==> config.mk <==
export PLATFORM = sky130hd
export DESIGN_NAME = congestion_window_controller_top
export DESIGN_NICKNAME = d
export VERILOG_FILES = /design/src/design/cwc_pkg.sv /design/src/design/cwc_div.sv /design/src/design/congestion_window_controller_top.sv
export SDC_FILE = /design/constraint.sdc
export NUM_CORES = 1
export LEC_CHECK = 0
export ABC_AREA = 1
export BUFFER_PORTS_ARGS = -buffer_cell sky130_fd_sc_hd__buf_2
export CAP_MARGIN = 20
export CELL_PAD_IN_SITES_DETAIL_PLACEMENT = 0
export CELL_PAD_IN_SITES_GLOBAL_PLACEMENT = 1
export CORE_ASPECT_RATIO = 0.7
export CORE_UTILIZATION = 39
export DETAILED_ROUTE_END_ITERATION = 7
export MAX_ROUTING_LAYER = met4
export PLACE_DENSITY = 0.78
export SLEW_MARGIN = 20
export SYNTH_ARGS = -nofsm -noshare
export SYNTH_HDL_FRONTEND = slang
export SYNTH_SLANG_ARGS = --single-unit
==> constraint.sdc <==
create_clock -name clk -period 3.8 [get_ports clk]
set_input_delay 0.76 -clock clk [delete_from_list [all_inputs] [get_ports clk]]
set_output_delay 0.76 -clock clk [all_outputs]
set_load 0.005 [all_outputs]
==> src/design/cwc_pkg.sv <==
package cwc_pkg;

  localparam int unsigned ACK_W      = 32;
  localparam int unsigned WIN_W      = 32;
  localparam int unsigned THR_W      = 16;
  localparam int unsigned DUP_W      = 2;
  localparam int unsigned CFG_ADDR_W = 3;
  localparam int unsigned CFG_DATA_W = 32;
  localparam int unsigned OUT_DATA_W = 56;

  localparam logic [DUP_W-1:0]      DUP_LIMIT_DEF   = 2'd3;
  localparam logic [WIN_W-1:0]      ONE_SEGMENT     = 32'h0001_0000;
  localparam logic [THR_W-2:0]      MIN_THRESHOLD   = 15'd2;
  localparam logic [THR_W-1:0]      THRESHOLD_RESET = 16'd64;
  localparam logic [CFG_ADDR_W-1:0] ADDR_INIT_THR   = 3'd0;

  typedef enum logic [3:0] {
    S_IDLE = 4'b0001,
    S_CALC = 4'b0010,
    S_DIV  = 4'b0100,
    S_DONE = 4'b1000
  } state_t;

  function automatic logic [WIN_W-1:0] sat_add(input logic [WIN_W-1:0] a,
                                               input logic [WIN_W-1:0] b);
    logic [WIN_W:0] s;
    s = {1'b0, a} + {1'b0, b};
    return s[WIN_W] ? {WIN_W{1'b1}} : s[WIN_W-1:0];
  endfunction

endpackage

==> src/design/cwc_div.sv <==
// Serial restoring divider: quotient = floor(2^32 / divisor), low 32 bits.
// One quotient bit per cycle; done pulses as the last quotient bit is registered.
module cwc_div (
  input  logic                             clk,
  input  logic                             rst,
  input  logic                             start,
  input  logic [cwc_pkg::WIN_W-1:0]        divisor,
  output logic                             done,
  output logic [cwc_pkg::WIN_W-1:0]        quotient
);

  localparam int unsigned W = cwc_pkg::WIN_W;

  logic         busy;
  logic [5:0]   count;
  logic [W:0]   rem;
  logic [W:0]   trial;
  logic         fits;

  // dividend is 2^W: a one at the first step, zeros after
  assign trial = {rem[W-1:0], (count == 6'(W))};
  assign fits  = trial >= {1'b0, divisor};

  always_ff @(posedge clk) begin
    if (rst) begin
      busy  <= 1'b0;
      done  <= 1'b0;
      count <= '0;
    end else begin
      done <= 1'b0;
      if (start) begin
        busy  <= 1'b1;
        count <= 6'(W);
      end else if (busy) begin
        if (count == '0) begin
          busy <= 1'b0;
          done <= 1'b1;
        end else begin
          count <= count - 6'd1;
        end
      end
    end
  end

  always_ff @(posedge clk) begin
    if (start) begin
      rem      <= '0;
      quotient <= '0;
    end else if (busy) begin
      rem      <= fits ? (trial - {1'b0, divisor}) : trial;
      quotient <= {quotient[W-2:0], fits};
    end
  end

endmodule

==> src/design/congestion_window_controller_top.sv <==
// The accepted word is registered on the move to S_CALC. In slow start or on a
// duplicate ack S_CALC goes on to S_DONE; in congestion avoidance it passes through
// S_DIV, which waits for the serial divider. S_DONE registers the result word.
// One word at a time: s_tready is low from acceptance until the result is
// registered; a result waiting on m_tready holds the next word back at that point.
// Reset (rst, synchronous): one-segment window, threshold 64, slow start, no ack.
module congestion_window_controller_top #(
  parameter logic [cwc_pkg::DUP_W-1:0] DUP_LIMIT = cwc_pkg::DUP_LIMIT_DEF
) (
  input  logic                                clk,
  input  logic                                rst,
  input  logic                                s_tvalid,
  output logic                                s_tready,
  input  logic [cwc_pkg::ACK_W-1:0]           s_tdata,  // [31:0] ack_number
  output logic                                m_tvalid,
  input  logic                                m_tready,
  // [31:0] window, [47:32] threshold, [48] slow-start flag,
  // [49] fast_retransmit, [51:50] duplicate_count, [55:52] zero
  output logic [cwc_pkg::OUT_DATA_W-1:0]      m_tdata,
  input  logic                                psel,
  input  logic                                penable,
  input  logic                                pwrite,
  input  logic [cwc_pkg::CFG_ADDR_W-1:0]      paddr,
  input  logic [cwc_pkg::CFG_DATA_W-1:0]      pwdata,
  output logic [cwc_pkg::CFG_DATA_W-1:0]      prdata,
  output logic                                pready
);

  localparam int unsigned WIN_W = cwc_pkg::WIN_W;
  localparam int unsigned THR_W = cwc_pkg::THR_W;
  localparam int unsigned DUP_W = cwc_pkg::DUP_W;

  cwc_pkg::state_t          state;
  logic                     div_start;
  logic                     div_done;

  logic [THR_W-1:0]         initial_threshold;
  logic [WIN_W-1:0]         window_reg;
  logic [THR_W-1:0]         threshold_reg;
  logic                     slow_start_flag;
  logic [cwc_pkg::ACK_W-1:0] previous_ack;
  logic                     previous_ack_valid;
  logic [DUP_W-1:0]         dup_counter;
  logic [cwc_pkg::ACK_W-1:0] ack;
  logic                     fired;
  logic [WIN_W-1:0]         quotient;

  logic                     cfg_wr;
  logic                     is_dup;
  logic [DUP_W-1:0]         dup_inc;
  logic [THR_W-2:0]         half;
  logic [WIN_W-1:0]         ss_window;
  logic [WIN_W-1:0]         ca_inc;

  assign pready   = 1'b1;
  assign cfg_wr   = psel && penable && pwrite && pready && (paddr == cwc_pkg::ADDR_INIT_THR);
  assign prdata   = (paddr == cwc_pkg::ADDR_INIT_THR) ?
                    {{(cwc_pkg::CFG_DATA_W-THR_W){1'b0}}, initial_threshold} : '0;

  assign s_tready = (state == cwc_pkg::S_IDLE);

  assign is_dup    = previous_ack_valid && (ack == previous_ack);
  assign dup_inc   = dup_counter + {{(DUP_W-1){1'b0}}, 1'b1};
  assign half      = (window_reg[WIN_W-1:17] < cwc_pkg::MIN_THRESHOLD) ?
                     cwc_pkg::MIN_THRESHOLD : window_reg[WIN_W-1:17];
  assign ss_window = cwc_pkg::sat_add(window_reg, cwc_pkg::ONE_SEGMENT);
  // zero window cannot arise; guarded anyway
  assign ca_inc    = (window_reg == '0) ? '0 : quotient;

  assign div_start = (state == cwc_pkg::S_CALC) && !is_dup && !slow_start_flag;

  cwc_div u_div (
    .clk      (clk),
    .rst      (rst),
    .start    (div_start),
    .divisor  (window_reg),
    .done     (div_done),
    .quotient (quotient)
  );

  always_ff @(posedge clk) begin
    if (s_tvalid && s_tready) ack <= s_tdata;
  end

  always_ff @(posedge clk) begin
    if (rst) begin
      state              <= cwc_pkg::S_IDLE;
      initial_threshold  <= cwc_pkg::THRESHOLD_RESET;
      window_reg         <= cwc_pkg::ONE_SEGMENT;
      threshold_reg      <= cwc_pkg::THRESHOLD_RESET;
      slow_start_flag    <= 1'b1;
      previous_ack       <= '0;
      previous_ack_valid <= 1'b0;
      dup_counter        <= '0;
      fired              <= 1'b0;
      m_tvalid           <= 1'b0;
    end else begin
      if (cfg_wr) begin
        initial_threshold <= pwdata[THR_W-1:0];
        threshold_reg     <= pwdata[THR_W-1:0];
      end
      if (m_tvalid && m_tready && (state != cwc_pkg::S_DONE)) m_tvalid <= 1'b0;

      case (state)
        cwc_pkg::S_IDLE: begin
          if (s_tvalid) state <= cwc_pkg::S_CALC;
        end
        cwc_pkg::S_CALC: begin
          fired <= is_dup && (dup_inc == DUP_LIMIT);
          if (is_dup) begin
            if (dup_inc == DUP_LIMIT) begin
              threshold_reg   <= {1'b0, half};
              window_reg      <= cwc_pkg::ONE_SEGMENT;
              slow_start_flag <= 1'b1;
              dup_counter     <= '0;
            end else begin
              dup_counter <= dup_inc;
            end
            state <= cwc_pkg::S_DONE;
          end else begin
            dup_counter        <= '0;
            previous_ack       <= ack;
            previous_ack_valid <= 1'b1;
            if (slow_start_flag) begin
              window_reg <= ss_window;
              if (ss_window >= {threshold_reg, 16'h0000}) slow_start_flag <= 1'b0;
              state <= cwc_pkg::S_DONE;
            end else begin
              state <= cwc_pkg::S_DIV;
            end
          end
        end
        cwc_pkg::S_DIV: begin
          if (div_done) begin
            window_reg <= cwc_pkg::sat_add(window_reg, ca_inc);
            state      <= cwc_pkg::S_DONE;
          end
        end
        cwc_pkg::S_DONE: begin
          if (!m_tvalid || m_tready) begin
            m_tvalid <= 1'b1;
            state    <= cwc_pkg::S_IDLE;
          end
        end
        default: state <= cwc_pkg::S_IDLE;
      endcase
    end
  end

  always_ff @(posedge clk) begin
    if ((state == cwc_pkg::S_DONE) && (!m_tvalid || m_tready)) begin
      m_tdata <= {4'b0000, dup_counter, fired, slow_start_flag, threshold_reg, window_reg};
    end
  end

endmodule

==> results.cfg <==
[power]
p_leak_uw = 0.0103
peakVddDrop_uv = 344
power_density_nw_per_um2 = 399
power.total_uw = 8090

[worst_setup_path]
path_max_fanout = 7
worst_setup_path_end_kind = flop
arrival_ps = 4130
start_kind = flop
worstSetupPathType = flop to flop
worstPathRequired_ps = 4270

[synthesis]
synth-edff-count = 84
yosys_warnings = 0
synthTopCellsByArea = dfxtp_1 (21%), nand2_1 (16%), edfxtp_1 (15%), inv_1 (9.0%), ha_1 (6.2%)
synth_seq_cells = 262
netlist_top_cells_count = nand2_1 (743), inv_1 (406), nor2_1 (276), dfxtp_1 (178), a21oi_1 (149)
synth.most_common_cell = nand2_1
yosys.area.top_type = dfxtp_1
syn-cell-area_um2 = 17000
yosysSeqAreaShare = 0.359
syn-mean-instance-area_um2 = 6.67
async_reset_ff_frac = 0
synth-main-ff-cell = dfxtp_1
synth_cell_type_count = 55
yosys.area.top_type_share = 0.210
netlist_instances = 2543

[job]
maxCapViolCount = 0

[global_routing]
overflow = 0
grt_pass1_wl_um = 82300
antenna_found_initial = 1
grt_pass1_vias = 15018
track_usage = 0.242
grt_max_degree = 60

[drt]
wirelength_um = 52600
drcViolationCount = 0
drt_iter0_drc = 1210
first_pass_iters = 8
antenna_left = 0
vias = 16515
wl_per_cell_um = 15.5
vias_per_cell = 4.88

[finish]
diodes = 0
regMostFlops = m_tdata
largest_reg_flops = 52
drive_gt1_frac = 0.156
syn_to_final_growth_pct = 19.4
fill_cells = 4435
nNetsFinal = 2939

[placed_design]
gp_congestion = 0.932
dp_slack_ps = -45.0
hpwl_um = 40700
portBuffers = 127

[clock_tree]
hold_buffers = 0
clk_latency_ps = 570
numCtsBuffers = 29
clock_path_buffers = 3
htree_levels = 1
clockRootBuffer = clkbuf_16
clock-sinks = 262
cts_tree = yes
cts.reportedPaths.clkPinSlew_ps = 60

[sta]
setup_ws_ps = 140
period_minus_slack_ps = 3660
setup_viol_count_final = 0
finalMaxSlewViolations = 0
max_freq_mhz = 273
hold_violations = 0
post-route-period-util = 0.963
maxSlewHeadroom = 0.311
skew_ps = 15.7
worstMarginPinSlew_ps = 1030

[die]
die_height_um = 177
die_w_um = 251
ios = 165
die_area_um2 = 44400
coreArea_um2 = 42600
rows = 63
initial_core_util = 0.398

[run_status]
outcome = complete, no violations

[min_path]
hold_path_class = primary input to flop
==> critical path, stage by stage, from the launching register on <==
cell,delay (ps)
dfxtp_2,330
nor3_4,210
nand4_1,170
nor4_2,250
buf_4,160
nor4b_4,200
buf_6,190
buf_12,130
clkbuf_16,140
nor2_1,40
ha_1,330
nand2_1,100
nand2_2,70
a21oi_2,170
nand2_2,90
nand2_2,90
nand2_2,70
a21oi_4,230
buf_12,170
nand2_1,50
nor2_1,130
nor2_1,80
nor2_1,120
nor2_1,40
==> kinds of logic after synthesis <==
group	after synthesis	synth area share
other	2	0.000442
buffers and inverters	517	0.123
AOI/OAI and AO/OA	340	0.109
and+or+nand+nor	1301	0.326
adders and majority gates	86	0.0643
xor gates and xnor gates	35	0.0181
DFF	262	0.359
==> layer usage <==
metal  wire length, um  GRT usage
met1             27000      0.359
met2             21600      0.353
met3              3270     0.0330
met4               798     0.0366
met5                 0          -
==> cell usage in the layout (no fill, tap or decap), types with 15 or more instances in the layout <==
cell type / count
nand3b_1: 15
nand4_1: 33
inv_2: 19
o21ai_1: 22
o211ai_1: 32
clkbuf_16: 31
nand2_1: 726
ha_1: 84
inv_1: 406
conb_1: 21
dfxtp_1: 177
buf_4: 137
nand2_2: 31
nor2_1: 269
buf_2: 127
o21ai_0: 108
nand3_1: 133
a21oi_1: 144
nor3_1: 28
edfxtp_1: 84
xor2_1: 22
==> power by group <==
group          switching [uW]  internal, uW
clock                    1190          1580
combinational            1420           798
sequential               83.8          3020
==> stage by stage <==
stage	setup TNS (ps)	hold slack (ps)	instance area, um2	utilization	instances
after floorplan	0	408	17000	-	2562
after global placement	-23.7	416	19100	0.447	3325
after detailed placement	-96.3	414	19100	0.447	3325
after CTS	0	335	20000	0.469	3378
after global routing	-158	341	20300	0.475	3386
final	0	364	20300	0.475	3386
==> worst paths after layout <==
check / cells after the start / to / slack [ps] / startpoint
worst min-delay path: 1 / ack[21] / 360 / s_tdata[21]
worst max register to register: 23 / window_reg[22] / 140 / window_reg[5]
worst max-delay path: 23 / window_reg[22] / 140 / window_reg[5]
worst min register to register: 0 / m_tdata[36] / 430 / threshold_reg[4]
==> repair_timing <==
action / CTS / global route
endpoints found under the setup margin: 11 / 33
resized for setup: 2 / 45
gates cloned: 0 / 3
buffers inserted: 0 / 4
pin swaps: 0 / 15
==> cell type report <==
type	count	area, um2	share of cell area
multi-input cells	1783	9010	0.445
flip-flops and latches	262	6090	0.300
repair buffers	277	1910	0.0942
inverters	426	1600	0.0791
clock buffers	44	832	0.0411
well taps	585	732	0.0361
clock inverters	9	83.8	0.00414
(Power assumes the default switching activity.)
